--- src/bpl1_pkg.sv ---
// Shared types, constants and the bin decoder for the bigram profile comparator.
package bpl1_pkg;

  // Bin layout: 28 bins for each lowercase letter
  localparam int BINS            = 728;
  localparam int BINS_PER_LETTER = 28;
  localparam int SPACE_AFTER     = 26;
  localparam int SPACE_BEFORE    = 27;
  localparam int BIN_W           = 10;
  localparam int PROF_W          = 4;
  localparam int TOTAL_W         = 32;
  localparam int DIST_W          = 18;

  localparam logic [7:0] CHAR_SPACE   = 8'h20;
  localparam logic [7:0] CHAR_NEWLINE = 8'h0A;
  localparam logic [7:0] CHAR_A       = 8'h61;
  localparam logic [7:0] CHAR_Z       = 8'h7A;

  // Input action codes
  localparam logic ACT_TEXT    = 1'b0;
  localparam logic ACT_COMPARE = 1'b1;

  typedef struct packed {
    logic       action;
    logic [2:0] profile;
    logic [7:0] char_code;
    logic       first_of_text;
  } in_beat_t;

  typedef struct packed {
    logic [2:0]        reference_index;
    logic [DIST_W-1:0] distance_q16;
    logic              empty_profile;
    logic              last_result;
  } out_beat_t;

  typedef enum logic {
    CMD_INC,
    CMD_CMP
  } cmd_kind_t;

  // Work handed from front to back
  typedef struct packed {
    cmd_kind_t         kind;
    logic [PROF_W-1:0] profile;
    logic [BIN_W-1:0]  bin;
  } cmd_t;

  typedef struct packed {
    logic             hit;
    logic [BIN_W-1:0] bin;
  } bin_sel_t;

  typedef enum logic [3:0] {
    B_CLEAR,
    B_IDLE,
    B_INC_RD,
    B_INC_WR,
    B_CMP_CHK,
    B_RD_REF,
    B_RD_UNK,
    B_CAP,
    B_DIV_REF,
    B_DIV_UNK,
    B_EMIT
  } back_state_t;

  // Map a character pair to its bin, if it has one
  function automatic bin_sel_t bin_of(logic [7:0] first, logic [7:0] second);
    bin_sel_t   s;
    logic       a_let;
    logic       b_let;
    logic [4:0] la;
    logic [4:0] lb;
    a_let = (first >= CHAR_A) && (first <= CHAR_Z);
    b_let = (second >= CHAR_A) && (second <= CHAR_Z);
    la    = 5'(first - CHAR_A);
    lb    = 5'(second - CHAR_A);
    s.hit = 1'b0;
    s.bin = '0;
    if (a_let) begin
      if (b_let) begin
        s.hit = 1'b1;
        s.bin = BIN_W'(la) * BIN_W'(BINS_PER_LETTER) + BIN_W'(lb);
      end else if (second == CHAR_SPACE) begin
        s.hit = 1'b1;
        s.bin = BIN_W'(la) * BIN_W'(BINS_PER_LETTER) + BIN_W'(SPACE_AFTER);
      end
    end else if ((first == CHAR_SPACE) && b_let) begin
      s.hit = 1'b1;
      s.bin = BIN_W'(lb) * BIN_W'(BINS_PER_LETTER) + BIN_W'(SPACE_BEFORE);
    end
    return s;
  endfunction

endpackage

--- src/bpl1_fifo.sv ---
// Short command queue between the front and the back.
module bpl1_fifo
  import bpl1_pkg::*;
#(
  parameter int DEPTH = 4
) (
  input  logic clk,
  input  logic rst,
  input  logic push,
  input  cmd_t push_data,
  output logic full,
  input  logic pop,
  output cmd_t pop_data,
  output logic empty
);

  localparam int IW = (DEPTH > 1) ? $clog2(DEPTH) : 1;
  localparam int CW = $clog2(DEPTH + 1);

  cmd_t          slots [DEPTH];
  logic [IW-1:0] wptr;
  logic [IW-1:0] rptr;
  logic [CW-1:0] count;

  assign full     = (count == CW'(DEPTH));
  assign empty    = (count == '0);
  assign pop_data = slots[rptr];

  // Pointers and fill count
  always_ff @(posedge clk) begin
    if (rst) begin
      wptr  <= '0;
      rptr  <= '0;
      count <= '0;
    end else begin
      if (push) begin
        wptr <= (wptr == IW'(DEPTH - 1)) ? '0 : wptr + 1'b1;
      end
      if (pop) begin
        rptr <= (rptr == IW'(DEPTH - 1)) ? '0 : rptr + 1'b1;
      end
      if (push && !pop) begin
        count <= count + 1'b1;
      end else if (pop && !push) begin
        count <= count - 1'b1;
      end
    end
  end

  always_ff @(posedge clk) begin
    if (push) begin
      slots[wptr] <= push_data;
    end
  end

endmodule

--- config.mk ---
export PLATFORM = sky130hd
export DESIGN_NAME = bpl1_fifo
export DESIGN_NICKNAME = d
export VERILOG_FILES = /design/src/bpl1_pkg.sv /design/src/bpl1_fifo.sv
export SDC_FILE = /design/constraint.sdc
export NUM_CORES = 1
export LEC_CHECK = 0
export ABC_AREA = 1
export BUFFER_PORTS_ARGS = -buffer_cell sky130_fd_sc_hd__buf_2
export CAP_MARGIN = 30
export CORE_ASPECT_RATIO = 1.4
export CORE_UTILIZATION = 55
export CTS_BUF_LIST = sky130_fd_sc_hd__clkbuf_8
export CTS_CLUSTER_DIAMETER = 40
export DETAILED_ROUTE_END_ITERATION = 16
export PLACE_DENSITY_LB_ADDON = 0.15
export REMOVE_ABC_BUFFERS = 1
export SLEW_MARGIN = 20
export SYNTH_ARGS = -nofsm -noshare
export SYNTH_HDL_FRONTEND = slang
export SYNTH_SLANG_ARGS = --single-unit
--- constraint.sdc ---
create_clock -name clk -period 1.8 [get_ports clk]
set_input_delay 0.18 -clock clk [delete_from_list [all_inputs] [get_ports clk]]
set_output_delay 0.18 -clock clk [all_outputs]
set_load 0.02 [all_outputs]
; Word-level counts from Yosys, hierarchy flattened
; Memories as Yosys holds them, arrays and structs flattened. A register that Yosys moved wholly into a read port is not among the register bits.
; Index checks and enable logic that the tools add are counted.
[word_totals]
register_bits = 7
latch_bits = 0
ramBits = 60
rom_bits = 0
elab_cells = 25
mem_count = 1
[memory_table]
columns = memory, depth, width, read_ports, rd_clocked_by_memory_dff, wr, line
row1 = slots, 4, 15, 1, 1, 1, bpl1_fifo.sv:20  ; cmd_t slots [DEPTH];
[op_classes]
addsub = 4
mul = 0
n_div = 0
n_lt_le_gt_ge = 0
eq_ne = 3
shift = 0
mux = 8
n_bitwise = 0
n_reduce_logical = 6
[ops]
columns = cell, n
row1 = $mux W2, 4
row2 = $mux W3, 2
row3 = $add A2 B1 Y2 const B, 2
row4 = $eq A2 B2 Y1 const B, 2
row5 = $add A3 B1 Y3 const B, 1
row6 = $eq A3 B3 Y1 const B, 1
row7 = $logic_not A3 Y1, 1
row8 = $sub A3 B1 Y3 const B, 1
row9 = $logic_and A1 B1 Y1, 2
row10 = $logic_not A1 Y1, 2
row11 = $mux W1, 2
row12 = $reduce_bool A2 Y1, 1

; Depth between registers and ports, before layout
[depth]
word_depth = 4
depth_mapped = 10
mapped_depth_nobuf = 10

; Worst setup path before layout
; Ideal clock, no wire load.
[synth_timing]
kind = register to register
start = reg wptr[0]
end = mem slots[3][0] (netlist name) (enable)
setup_time_ns = 0.359
arrival_ns = 0.897
slack_ns = 0.544
path_stages_with_launch = 4
n_path_buf = 0
path_cell_list = dfxtp_1 > ha_1 > nand2_1 > inv_1
[synth_rtl]
columns = element, line
row1 = start: declaration, bpl1_fifo.sv:21  ; logic [IW-1:0] wptr;
row2 = start signal: assignment, bpl1_fifo.sv:37  ; wptr <= (wptr == IW'(DEPTH - 1)) ? '0 : wptr + 1'b1;
row3 = end: declaration, bpl1_fifo.sv:20
; Straight into the memory's write port.

==> results_dict.tcl <==
set metrics [dict create \
    p_leak_nw 1.28 \
    endpoint_kind "output pin" \
    first_global_vias 1633 \
    status "finished clean" \
    ys_ff_latch 69 \
    fin_skew_ns 0.00811 \
    cts_max_level 3 \
    p_per_area_nw_per_um2 1140 \
    drt_iter0_drc 86 \
    tritoncts "yes" \
    port_buffers 35 \
    antenna_found_initial 0 \
    clock_sinks 69 \
    fillers 383 \
    io_pins 36 \
    period_share 0.936 \
    yosysSeqAreaShare 0.707 \
    insertion_delay_ns 0.33 \
    grt.overflow.total 0 \
    wl_um 4700 \
    timing.setup.tns_ns 0 \
    nNetsFinal 275 \
    vias_per_cell 5.26 \
    ctsResizeCount 0 \
    dp_slack_ns 0.333 \
    path_clk_slew_ns 0.07 \
    dr.pass1.iters 4 \
    std_cell_rows 30 \
    syn-cell-area_um2 2800 \
    yosysUniqueCellTypes 21 \
    min_path_type "in2reg" \
    coreArea_um2 4880 \
    final_util 0.671 \
    post-cts-setup-buffers 0 \
    worstMarginPinSlew_ns 0.629 \
    drc 0 \
    setup_slack_ns 0.115 \
    cp_slowest_stage_delay_ns 0.44 \
    rsz0062_at_grt "no" \
    setup.worst_path.class "reg2out" \
    syn_inst 204 \
    start_util 0.575 \
    gp_congestion 0.675 \
    dp_hpwl_um 3090 \
    via_count 1666 \
    area_delta_synth_final_pct 16.8 \
    setup_viol 0 \
    cts_buffer_depth 2 \
    synth.avg_cell_area_um2 13.7 \
    hold_viol_final 0 \
    max_cap_violations 0 \
    path_cells "buf_6 -> o21ai_1 -> o22ai_1 -> buf_2" \
    wl_per_cell_um 14.8 \
    drive_above_1_share 0.316 \
    grt_pass1_wl_um 7700 \
    holdBufCountCts 0 \
    cts-buffers-inserted 9 \
    ir_worst_vdd_v 0.000763 \
    antenna_cells 0 \
    required_ns 1.62 \
    die_area_um2 5390 \
    fp.dieW_um 62.3 \
    grt_use_total 0.193 \
    max_freq_mhz 594 \
    ant_nets 0 \
    yosys_warnings 0 \
    slew_headroom 0.580 \
    cts_root_buf "clkbuf_8" \
    maxSlewViolCount 0 \
    start_kind "flop" \
    crit_fanout 20 \
    min_period_ns 1.68 \
    dieHeight_um 86.5 \
    grt_max_degree 21 \
    arrival_ns 1.50 \
    holdWs_ns 0.0632 \
    crit_slowest_cell "dfxtp_1" \
]
layout make-up:
cell class                      count  area (µm²)  area share
Clock inverter                      6         104      0.0317
Tap cell                           64        80.1      0.0245
Inverter                           16        63.8      0.0195
Timing Repair Buffer               42         231      0.0707
Multi-Input combinational cell    111         689       0.211
Sequential cell                    69        1980       0.605
Clock buffer                        9         124      0.0378
per-layer routing:
metal,track usage,wire length [µm]
met1,0.231,1960
met2,0.333,2520
met3,0.0461,168
met4,0.0888,50
met5,0,0
sequential cells by signal, indices dropped and copies added, names as in the netlist, named ones only:
name and cells:
count 3, rptr 2, slots 60, wptr 2
worst max-delay path, delay by kind of cell (launching register included):
family | cells | cell delay (ns)
AOI/OAI and AO/OA | 2 | 0.30
DFF | 1 | 0.44
buffers and inverters | 2 | 0.44
placed cells by master (no fill, tap or decap), types with 5 or more instances in the layout:
cell / synthesis / layout
o21ai_2: 12 / 12
clkbuf_8: 0 / 9
inv_1: 14 / 15
nor2_1: 38 / 38
o22ai_2: 10 / 10
edfxtp_1: 60 / 60
buf_2: 1 / 35
dfxtp_1: 9 / 9
o21ai_1: 18 / 18
nand2_1: 8 / 8
buf_4: 3 / 6
ha_1: 6 / 6
o22ai_1: 5 / 5
logic make-up after synthesis:
kind of cell / count (synthesis) / synth area share
flip-flops: 69 / 0.707
adder cells (fa/ha/maj): 7 / 0.0339
buffers and inverters: 24 / 0.0473
AO/OA/AOI/OAI: 51 / 0.136
XOR/XNOR: 1 / 0.00312
AND/OR/NAND/NOR: 52 / 0.0727
cell usage after synthesis (all sizes together):
master,n,area share
ha,6,0.027
inv,16,0.021
xor2,1,0.0031
nand2,8,0.011
nor2,38,0.051
buf,8,0.026
edfxtp,60,0.64
a21oi,3,0.0054
o21ai,33,0.075
fa,1,0.0071
dfxtp,9,0.064
o22ai,15,0.056
nor3,4,0.0071
nand3,1,0.0018
nand4,1,0.0022
path summary, 6_finish.rpt:
path	startpoint	endpoint	depth (start not counted)	slack [ns]
max reg2reg	wptr[1]$_SDFFE_PP0P_	slots[0][9]$_DFFE_PP_	4	0.34
min	push_data[0]	slots[1][0]$_DFFE_PP_	1	0.06
max	flop	pop_data[7]	4	0.12
min reg2reg	wptr[1]$_SDFFE_PP0P_	wptr[1]$_SDFFE_PP0P_	2	0.54
power by group:
part	leakage (nW)	internal, mW	switching, mW
logic	0.531	0.164	0.298
registers	0.626	1.82	0.0360
clock network	0.120	0.903	0.522
per-stage QoR:
stage / cell area [µm²] / std cells / total power, mW
detailed placement: 3040 / 302 / 2.36
floorplan: 2730 / 196 / 2.18
CTS: 3270 / 317 / 3.76
global route: 3270 / 317 / 3.89
finish: 3270 / 317 / 3.74
global placement: 3040 / 302 / 2.34
No activity file was read; power rests on OpenSTA's default activity.
