`config.mk`:
```
export PLATFORM = sky130hd
export DESIGN_NAME = bpl1_front
export DESIGN_NICKNAME = d
export VERILOG_FILES = /design/src/bpl1_pkg.sv /design/src/bpl1_front.sv
export SDC_FILE = /design/constraint.sdc
export NUM_CORES = 1
export LEC_CHECK = 0
export ABC_CLOCK_PERIOD_IN_PS = 10200
export BUFFER_PORTS_ARGS = -buffer_cell sky130_fd_sc_hd__buf_2
export CAP_MARGIN = 0
export CELL_PAD_IN_SITES_DETAIL_PLACEMENT = 1
export CELL_PAD_IN_SITES_GLOBAL_PLACEMENT = 1
export CORE_ASPECT_RATIO = 1.4
export CORE_MARGIN = 8
export CORE_UTILIZATION = 49
export DETAILED_ROUTE_END_ITERATION = 16
export PLACE_DENSITY_LB_ADDON = 0.1
export SYNTH_ARGS = -nofsm -noshare
export SYNTH_HDL_FRONTEND = slang
export SYNTH_SLANG_ARGS = --single-unit
```
`constraint.sdc`:
```
create_clock -name clk -period 10.2 [get_ports clk]
set_input_delay 2.55 -clock clk [delete_from_list [all_inputs] [get_ports clk]]
set_output_delay 2.55 -clock clk [all_outputs]
set_load 0.05 [all_outputs]
```
`src/bpl1_pkg.sv`:
```
// Shared types, constants and the bin decoder for the bigram profile comparator.
package bpl1_pkg;

  // Bin layout: 28 bins for each lowercase letter
  localparam int BINS            = 728;
  localparam int BINS_PER_LETTER = 28;
  localparam int SPACE_AFTER     = 26;
  localparam int SPACE_BEFORE    = 27;
  localparam int BIN_W           = 10;
  localparam int PROF_W          = 4;
  localparam int TOTAL_W         = 32;
  localparam int DIST_W          = 18;

  localparam logic [7:0] CHAR_SPACE   = 8'h20;
  localparam logic [7:0] CHAR_NEWLINE = 8'h0A;
  localparam logic [7:0] CHAR_A       = 8'h61;
  localparam logic [7:0] CHAR_Z       = 8'h7A;

  // Input action codes
  localparam logic ACT_TEXT    = 1'b0;
  localparam logic ACT_COMPARE = 1'b1;

  typedef struct packed {
    logic       action;
    logic [2:0] profile;
    logic [7:0] char_code;
    logic       first_of_text;
  } in_beat_t;

  typedef struct packed {
    logic [2:0]        reference_index;
    logic [DIST_W-1:0] distance_q16;
    logic              empty_profile;
    logic              last_result;
  } out_beat_t;

  typedef enum logic {
    CMD_INC,
    CMD_CMP
  } cmd_kind_t;

  // Work handed from front to back
  typedef struct packed {
    cmd_kind_t         kind;
    logic [PROF_W-1:0] profile;
    logic [BIN_W-1:0]  bin;
  } cmd_t;

  typedef struct packed {
    logic             hit;
    logic [BIN_W-1:0] bin;
  } bin_sel_t;

  typedef enum logic [3:0] {
    B_CLEAR,
    B_IDLE,
    B_INC_RD,
    B_INC_WR,
    B_CMP_CHK,
    B_RD_REF,
    B_RD_UNK,
    B_CAP,
    B_DIV_REF,
    B_DIV_UNK,
    B_EMIT
  } back_state_t;

  // Map a character pair to its bin, if it has one
  function automatic bin_sel_t bin_of(logic [7:0] first, logic [7:0] second);
    bin_sel_t   s;
    logic       a_let;
    logic       b_let;
    logic [4:0] la;
    logic [4:0] lb;
    a_let = (first >= CHAR_A) && (first <= CHAR_Z);
    b_let = (second >= CHAR_A) && (second <= CHAR_Z);
    la    = 5'(first - CHAR_A);
    lb    = 5'(second - CHAR_A);
    s.hit = 1'b0;
    s.bin = '0;
    if (a_let) begin
      if (b_let) begin
        s.hit = 1'b1;
        s.bin = BIN_W'(la) * BIN_W'(BINS_PER_LETTER) + BIN_W'(lb);
      end else if (second == CHAR_SPACE) begin
        s.hit = 1'b1;
        s.bin = BIN_W'(la) * BIN_W'(BINS_PER_LETTER) + BIN_W'(SPACE_AFTER);
      end
    end else if ((first == CHAR_SPACE) && b_let) begin
      s.hit = 1'b1;
      s.bin = BIN_W'(lb) * BIN_W'(BINS_PER_LETTER) + BIN_W'(SPACE_BEFORE);
    end
    return s;
  endfunction

endpackage

```
`src/bpl1_front.sv`:
```
// Front: accepts beats, tracks the previous character per profile, queues work.
module bpl1_front
  import bpl1_pkg::*;
#(
  parameter int NUM_PROFILES = 6
) (
  input  logic     clk,
  input  logic     rst,
  input  logic     in_valid,
  output logic     in_stall,
  input  in_beat_t in_data,
  input  logic     clearing,
  input  logic     q_full,
  output logic     q_push,
  output cmd_t     q_data
);

  localparam int PW = $clog2(NUM_PROFILES);

  logic [7:0]    prev_char [NUM_PROFILES];
  logic [PW-1:0] pidx;
  logic          in_range;
  logic [7:0]    ch;
  logic          accept;
  bin_sel_t      sel;

  assign in_stall = clearing || q_full;
  assign accept   = in_valid && !in_stall;

  // Classify the beat
  always_comb begin
    pidx     = PW'(in_data.profile);
    in_range = (int'(in_data.profile) < NUM_PROFILES);
    ch       = (in_data.char_code == CHAR_NEWLINE) ? CHAR_SPACE : in_data.char_code;
    sel      = bin_of(prev_char[pidx], ch);
    q_data.kind    = (in_data.action == ACT_COMPARE) ? CMD_CMP : CMD_INC;
    q_data.profile = PROF_W'(pidx);
    q_data.bin     = sel.bin;
    q_push = accept && ((in_data.action == ACT_COMPARE) ||
                        (in_range && !in_data.first_of_text && sel.hit));
  end

  // Previous character per profile
  always_ff @(posedge clk) begin
    if (rst) begin
      for (int i = 0; i < NUM_PROFILES; i++) begin
        prev_char[i] <= '0;
      end
    end else if (accept && (in_data.action == ACT_TEXT) && in_range) begin
      prev_char[pidx] <= ch;
    end
  end

endmodule

```
## Word-level counts from Yosys, hierarchy flattened

Memory sizes are Yosys's and may differ from the RTL's.
Index checks and enable logic that the tools add are counted.

- Register bits after elaboration: 0
- Bits in latches: 0
- Bits in writable memories: 48
- Bits in read-only memories: 0
- Input bits: 18
- Output and inout bits: 17
- Word-level logic and storage cells: 45
- Memories kept: 1

- Add/sub/neg operators: 5
- Multiply operators: 2
- Div/mod/pow operators: 0
- $lt $le $gt $ge: 5
- Eq/ne operators: 3
- Shift operators: 0
- Multiplexer cells: 14
- Bitwise operators: 1
- Reductions and logical operators: 14

Memory list:

| name | words | bits a word | rd ports | clocked after memory_dff | wr ports | line | RTL |
|---|---|---|---|---|---|---|---|
| prev_char | 6 | 8 | 1 | 0 | 6 | bpl1_front.sv:20 | `logic [7:0] prev_char [NUM_PROFILES];` |

Operators by type and width:

| operator | count |
|---|---|
| 2-to-1 mux 11 bit | 4 |
| adder 10 x 5 -> 10 bit, second input constant | 2 |
| == test 8 x 6 -> 1 bit, second input constant | 2 |
| >= comparator 8 x 7 -> 1 bit, second input constant | 2 |
| <= comparator 8 x 7 -> 1 bit, second input constant | 2 |
| multiplier 5 x 3 -> 8 bit, second input constant | 2 |
| 2-to-1 mux 8 bit | 2 |
| adder 10 x 5 -> 10 bit | 1 |
| subtractor 5 x 1 -> 5 bit, second input constant | 2 |
| logical AND 1 bit | 9 |
| == test 8 x 4 -> 1 bit, second input constant | 1 |
| OR reduction 8 bit | 1 |
| 2-to-1 mux 1 bit | 7 |
| < comparator 3 bit, second input constant | 1 |
| 2-to-1 mux 3 bit | 1 |
| zero test 1 bit | 2 |
| logical OR 1 bit | 2 |
| inverter 1 bit | 1 |

## Logic depth before layout (Yosys ltp)

Gate-level depths: netlist (run 1).

- Word-level depth: 10
- Gate-level depth with buffers: 19
- Mapped depth without buffers: 17

## Least setup slack after synthesis (run 1)

Ideal clock, no wire load.

- Path kind: input -> output
- Start: input port in_data[3] (netlist name)
- End: output port q_data[9] (netlist name)
- Arrival time: 7.684 ns
- Required time: 7.650 ns
- Path slack: -0.034 ns
- Stages on the path: 17
- Buffers on the path: 2
- Cell sequence: buf_2 -> or4_4 -> o31ai_1 -> ha_1 -> clkbuf_1 -> nor2_1 -> o31ai_1 -> nor3b_4 -> inv_2 -> fa_1 -> fa_1 -> xor2_1 -> or3_1 -> nor4_1 -> nand4b_1 -> o211a_1 -> o22ai_1

RTL lines:

| element | line | RTL |
|---|---|---|
| from (decl) | bpl1_front.sv:11 | `input in_beat_t in_data,` |
| to (decl) | bpl1_front.sv:15 | `output cmd_t q_data` |

==> results of run 1 <==
power breakdown:
| group | internal [mW] | total, mW | switching (mW) |
|---|---|---|---|
| sequential | 0.304 | 0.308 | 0.00434 |
| clock | 0.161 | 0.260 | 0.0986 |
| combinational | 0.150 | 0.363 | 0.213 |
what timing repair did:
action | in CTS | in global routing
setup endpoints to repair | 0 | 1
hold endpoints to repair | 0 | 0
gates resized for setup | 0 | 1
cell usage in the layout (no fill, tap or decap), types with 3 or more instances in the layout:
cell,Yosys,final
a21oi_1,8,8
and3_1,3,3
nand3b_1,7,7
nand3_1,5,5
edfxtp_1,64,64
fa_1,4,4
a21o_1,5,5
xor2_1,9,9
a211o_1,3,3
mux2i_4,3,3
conb_1,1,17
mux4_2,16,16
nor2_1,59,59
nor4_1,6,6
o211ai_1,4,4
clkbuf_16,0,9
nor2b_1,6,6
buf_4,6,5
or3_1,6,6
inv_2,3,3
a211oi_1,3,3
o31ai_1,5,5
o22ai_1,6,5
and2_1,4,4
xnor2_1,12,12
nand2b_1,6,6
clkinv_2,0,4
nand2_1,21,21
buf_2,4,32
o21ai_0,5,5
ha_1,24,24
inv_1,32,32
how the worst max path moves through the flow:
stage | startpoint | end | slack (ns) | cells past startpoint
finish | in_data[9] | q_data[9] | 0.42 | 16
global route | in_data[9] | q_data[9] | 0.02 | 17
CTS | in_data[9] | q_data[9] | 0.24 | 16
detailed placement | in_data[9] | q_data[9] | 0.23 | 16
global placement | in_data[9] | q_data[9] | 0.43 | 17
floorplan | in_data[3] | q_data[8] | 0.008 | 18
layout make-up:
type                       count  area share
multi-input combinational    297      0.4710
timing repair buffer          38     0.04098
sequential                    64      0.3838
inverter                      35     0.02624
clock buffer                  11     0.04648
tap                          107     0.02674
clock inverter                 5    0.004748
routing by layer:
| metal | share of wire | track usage |
|---|---|---|
| met5 | 0 | 0 |
| met4 | 0.033 | 0.1026 |
| met3 | 0.035 | 0.02574 |
| met2 | 0.56 | 0.3650 |
| met1 | 0.37 | 0.1935 |
metrics by stage:
stage / cells / hold slack, ns / power, mW
after detailed placement: 541 / 3.099 / 0.6769
after CTS: 557 / 2.768 / 0.9388
after floorplan: 416 / 2.839 / 0.5901
after global routing: 557 / 2.820 / 0.9859
final: 557 / 2.769 / 0.9303
after global placement: 541 / 3.106 / 0.6647
cell families (layout without fill, tap and decap cells):
group                    after synthesis  count (layout)
AND/OR/NAND/NOR                      143             143
AO/OA/AOI/OAI                         64              64
flip-flops                            64              64
buffers and inverters                 55              89
adder cells (fa/ha/maj)               28              28
multiplexers                          24              24
XOR/XNOR                              21              21
other                                  1              17
==> flow_summary.toml, run 1 <==
[finish]
top_regs = "prev_char (64)"
multi_input_area_mm2 = 0.002359
antenna_cells = 0
area_delta_synth_final_pct = 12.20
drive_above_1_share = 0.2000
largest_reg_flops = 64
regMostFlops = "prev_char"
fin_area_mm2 = 0.005007
final-seq-area_mm2 = 0.001922
final_nets = 491
num-fill-cells = 988
final_util = 0.5610

[pwr]
p_leak_nw = 1.953
powerDensity_mw_per_mm2 = 185.8
ir_drop_uv = 145.3

[sta]
fmax_ghz = 0.1023
fin_ws_ns = 0.4227
setup_viol = 0
slew_headroom = 0.3374
fin_tns_setup_ns = 0
min_period_ns = 9.777
finalHoldViolCount = 0
rsz0062_at_grt = "false"
tightest_slew_ns = 0.9919
slew_viol_final = 0
fin_crit_sh = 0.9586

[global_routing]
gr-total-overflow = 0
grt_max_degree = 25
grt_pass1_wl_um = 18510
grt_pass1_vias = 3500
grt_util_all_layers = 0.1899
grt_antenna_before_repair = 0

[detailed_routing]
vias_per_cell = 5.822
antenna_left = 0
num_vias = 3243
wire_per_inst_um = 20.60
dr.pass1.iters = 4
drc = 0
drt_iter0_drc = 96
wirelength_um = 11470

[worst_setup_path]
crit_type = "input pin to primary output"
cp_max_fo = 22
worst_path_largest_cell_delay_ns = 0.57
crit_path_start_kind = "input pin"
critPathBufInv = 4
endpoint_kind = "primary output"
crit_arrival_ns = 7.23
crit_family = "adder cells"
path_cells = "clkbuf_4 > mux4_2 > mux2i_2 > ha_1 > xnor2_1 > inv_2 > fa_1 > fa_1 > xnor2_1 > and2_1 > inv_1 > nor4_1 > o311ai_0 > a32oi_1 > o22ai_2 > buf_2"
required_ns = 7.65
crit_slowest_cell = "mux4_2"

[placed_design]
globalplace.congestion = 0.8366
portBuffers = 33
dpl_worst_slack_ns = 0.2343
post_dp_cell_area_mm2 = 0.004748
dp_hpwl_um = 8981

[cts]
cts_tree = "done"
htreeDepth = 3
cts_max_path_buffers = 2
cts_inserted_buffers = 9
clock_sinks = 64
cts.clk_slew.worst_paths_ns = 0.05
cts_setup_buffers = 0
cts-hold-fix-buffers = 0
clock-root-buffer = "clkbuf_16"

[synth]
yosys.area_share.simple = 0.1716
async_flop_share = 0
yosys-top-cells-area = "edfxtp_1 (43%), mux4_2 (8.1%), ha_1 (6.7%)"
ys_ff_latch = 64
synth_xor_area_frac = 0.04121
synth-edff-count = 64
synth_compound_area_frac = 0.1054
synth_top_area_share = 0.4306
yosysWarnings = 0
yosysTopAreaCell = "edfxtp_1"
ys_seq_area_frac = 0.4306
yosysMostFrequentCell = "edfxtp_1"
synthTopCellsByCount = "edfxtp_1 (64), nor2_1 (59), inv_1 (32), ha_1 (24), nand2_1 (21)"
synth_mux_area_frac = 0.1093
syn_inst = 400
synth_fa_ha_area_frac = 0.08523
synth_area_per_cell_um2 = 11.16
netlist_area_mm2 = 0.004463
synth_cell_types = 69
synth_top_family_by_area = "simple AND/OR/NAND/NOR gates"
synth_top_flop_cell = "edfxtp_1"

[floorplan]
coreArea_mm2 = 0.008926
die_height_um = 128.9
die_w_um = 96.66
io_pins = 35
initial_core_util = 0.5000
rows = 41
dieArea_mm2 = 0.01246

[hold_path]
holdPathEnd = "prev_char[7][6]$_DFFE_PP_"
hp-class = "input pin to flip-flop"
min_path_cells = 3
min_from = "in_data[7]"

[status]
outcome = "complete, no violations"

[flow_run]
cap_viol_max_count = 0
No activity file was read; power rests on OpenSTA's default activity.
==> inputs of run 2 (changes only) <==
--- a/config.mk
+++ b/config.mk
@@ -5,6 +5,7 @@
 export SDC_FILE = /design/constraint.sdc
 export NUM_CORES = 1
 export LEC_CHECK = 0
+export ABC_AREA = 1
 export ABC_CLOCK_PERIOD_IN_PS = 10200
 export BUFFER_PORTS_ARGS = -buffer_cell sky130_fd_sc_hd__buf_2
 export CAP_MARGIN = 0
@@ -12,7 +13,7 @@
 export CELL_PAD_IN_SITES_GLOBAL_PLACEMENT = 1
 export CORE_ASPECT_RATIO = 1.4
 export CORE_MARGIN = 8
-export CORE_UTILIZATION = 49
+export CORE_UTILIZATION = 46
 export DETAILED_ROUTE_END_ITERATION = 16
 export PLACE_DENSITY_LB_ADDON = 0.1
 export SYNTH_ARGS = -nofsm -noshare
==> run 2 against run 1 <==
Effect of this change: hold slack worse by 0.16 ns; via count is 19% higher; setup slack better by 0.26 ns; die area is 6.4% higher; sequential share of layout area is 0.35 points lower; highest routed layer unchanged; synthesized cell count is 43% higher; synthesized area is 0.95% higher.
==> flow_summary.toml, run 2 <==
[synth]
yosysTopAreaCell = "edfxtp_1"
syn_inst = 570
netlist_area_mm2 = 0.004506
synth-edff-count = 64
async_flop_share = 0
ys_seq_area_frac = 0.4265
ys_ff_latch = 64
synth_area_per_cell_um2 = 7.905
synthTopCellsByCount = "nand2_1 (122), nor2_1 (112), inv_1 (74), edfxtp_1 (64), nand3_1 (42)"
synth_cell_types = 41
synth_fa_ha_area_frac = 0.08442
synth_compound_area_frac = 0.09414
synth_xor_area_frac = 0.02666
synth_top_family_by_area = "simple AND/OR/NAND/NOR gates"
yosysMostFrequentCell = "nand2_1"
yosys.area_share.simple = 0.2733
yosysWarnings = 0
synth_top_area_share = 0.4265
synth_mux_area_frac = 0
yosys-top-cells-area = "edfxtp_1 (43%), nand2_1 (10%), nor2_1 (9.3%)"
synth_top_flop_cell = "edfxtp_1"

[worst_setup_path]
crit_family = "simple AND/OR/NAND/NOR gates"
crit_type = "input pin to primary output"
crit_slowest_cell = "inv_2"
crit_arrival_ns = 6.97
path_common_cell = "nand2_1"
required_ns = 7.65
endpoint_kind = "primary output"
critPathBufInv = 5
crit_path_start_kind = "input pin"
path_cells = "buf_2 > inv_2 > nand2_1 > nand3_1 > nand3_1 > nand2_1 > ha_1 > nand2_1 > nor2_1 > xor2_1 > ha_1 > ha_1 > xnor2_1 > inv_1 > nor2_1 > inv_1 > nor3_1 > nand2_1 > xor2_1 > nand2_1 > nand2_1 > nand2_1 > nand2_1 > buf_2"
worst_path_largest_cell_delay_ns = 0.44
cp_max_fo = 36

[hold_path]
hp-class = "input pin to flip-flop"
min_from = "in_data[7]"
holdPathEnd = "prev_char[4][6]$_SDFFCE_PN0P_"
min_path_cells = 3

[finish]
largest_reg_flops = 64
final_nets = 661
top_regs = "prev_char (64)"
layout.cells.non_filler = 752
drive_above_1_share = 0.1194
layout_common_cells = "nand2_1 (122), nor2_1 (112), inv_1 (74), edfxtp_1 (64), nand3_1 (42)"
multi_input_area_mm2 = 0.002227
regMostFlops = "prev_char"
final_common_cell = "nand2_1"
area_delta_synth_final_pct = 12.16
num-fill-cells = 1189
antenna_cells = 0
final-seq-area_mm2 = 0.001922

[pwr]
ir_drop_uv = 229.3
powerDensity_mw_per_mm2 = 177.5
p_leak_nw = 2.295
power.total_mw = 0.8972

[floorplan]
rows = 42
die_height_um = 133.1
initial_core_util = 0.4737
dieArea_mm2 = 0.01326
coreArea_mm2 = 0.009512
io_pins = 35
die_w_um = 99.65

[detailed_routing]
drc = 0
vias_per_cell = 5.138
wirelength_um = 12470
dr.pass1.iters = 4
drt_iter0_drc = 98
wire_per_inst_um = 16.59
num_vias = 3864
antenna_left = 0

[cts]
cts_tree = "done"
cts_setup_buffers = 0
cts.clk_slew.worst_paths_ns = 0.05
clock-root-buffer = "clkbuf_16"
cts_max_path_buffers = 2
cts-hold-fix-buffers = 0
htreeDepth = 3
clock_sinks = 64
cts_inserted_buffers = 9
post_cts_resized = 0

[global_routing]
grt_antenna_before_repair = 0
grt_pass1_wl_um = 20990
grt_util_all_layers = 0.1998
grt_pass1_vias = 4302
gr-total-overflow = 0
grt_max_degree = 37

[sta]
fmax_ghz = 0.1050
slew_headroom = 0.4248
fin_tns_setup_ns = 0
fin_crit_sh = 0.9333
setup_viol = 0
hold_ws_ns = 2.613
finalHoldViolCount = 0
tightest_slew_ns = 0.8596
min_period_ns = 9.520
slew_viol_final = 0
rsz0062_at_grt = "false"

[status]
outcome = "complete, no violations"

[placed_design]
globalplace.congestion = 0.8179
dp_hpwl_um = 9866
dp_cells = 736
portBuffers = 33

[flow_run]
cap_viol_max_count = 0
## run 2: metal layers
layer | routed length (um) | vias to the layer above | global-route usage
li1 | - | 1926 | -
met1 | 4661 | 1880 | 0.1955
met2 | 7328 | 42 | 0.4077
met3 | 248 | 16 | 0.02659
met4 | 234 | 0 | 0.06503
met5 | 0 | - | 0
## run 2: report_power, final
group,internal [mW],leakage [nW],total (mW),switching [mW]
Clock,0.161,0.130,0.265,0.103
Combinational,0.107,1.56,0.325,0.217
Sequential,0.304,0.608,0.308,0.00430
## run 2: layout make-up
class | instances | share of cell area
clock inverter | 5 | 0.004704
multi-input combinational | 424 | 0.4407
tap | 132 | 0.03268
inverter | 82 | 0.06091
timing repair buffer | 34 | 0.03466
sequential | 64 | 0.3803
clock buffer | 11 | 0.04605
## run 2: worst max-delay path by stage
stage                     cells past startpoint  slack (ns)        end   startpoint
final                                        24        0.68  q_data[9]   in_data[9]
after global routing                         24        0.16  q_data[9]   in_data[9]
after CTS                                    21        0.55  q_data[9]  in_data[10]
after detailed placement                     21        0.57  q_data[9]  in_data[10]
after global placement                       21        0.68  q_data[9]  in_data[10]
after floorplan                              19        1.45  q_data[9]   in_data[9]
## run 2: per-stage QoR
step / instance area, um^2 / setup WS, ns / utilization
floorplan: 4566 / 1.449 / -
global placement: 4787 / 0.6802 / 0.5033
detailed placement: 4787 / 0.5655 / 0.5033
CTS: 5044 / 0.5517 / 0.5303
global route: 5054 / 0.1576 / 0.5313
finish: 5054 / 0.6804 / 0.5313
## run 2: cells by family after synthesis
kind of cell / Yosys count
flops: 64
buf+inv: 98
fa+ha+maj: 28
simple gates: 296
compound gates: 71
xor+xnor: 12
other cells: 1
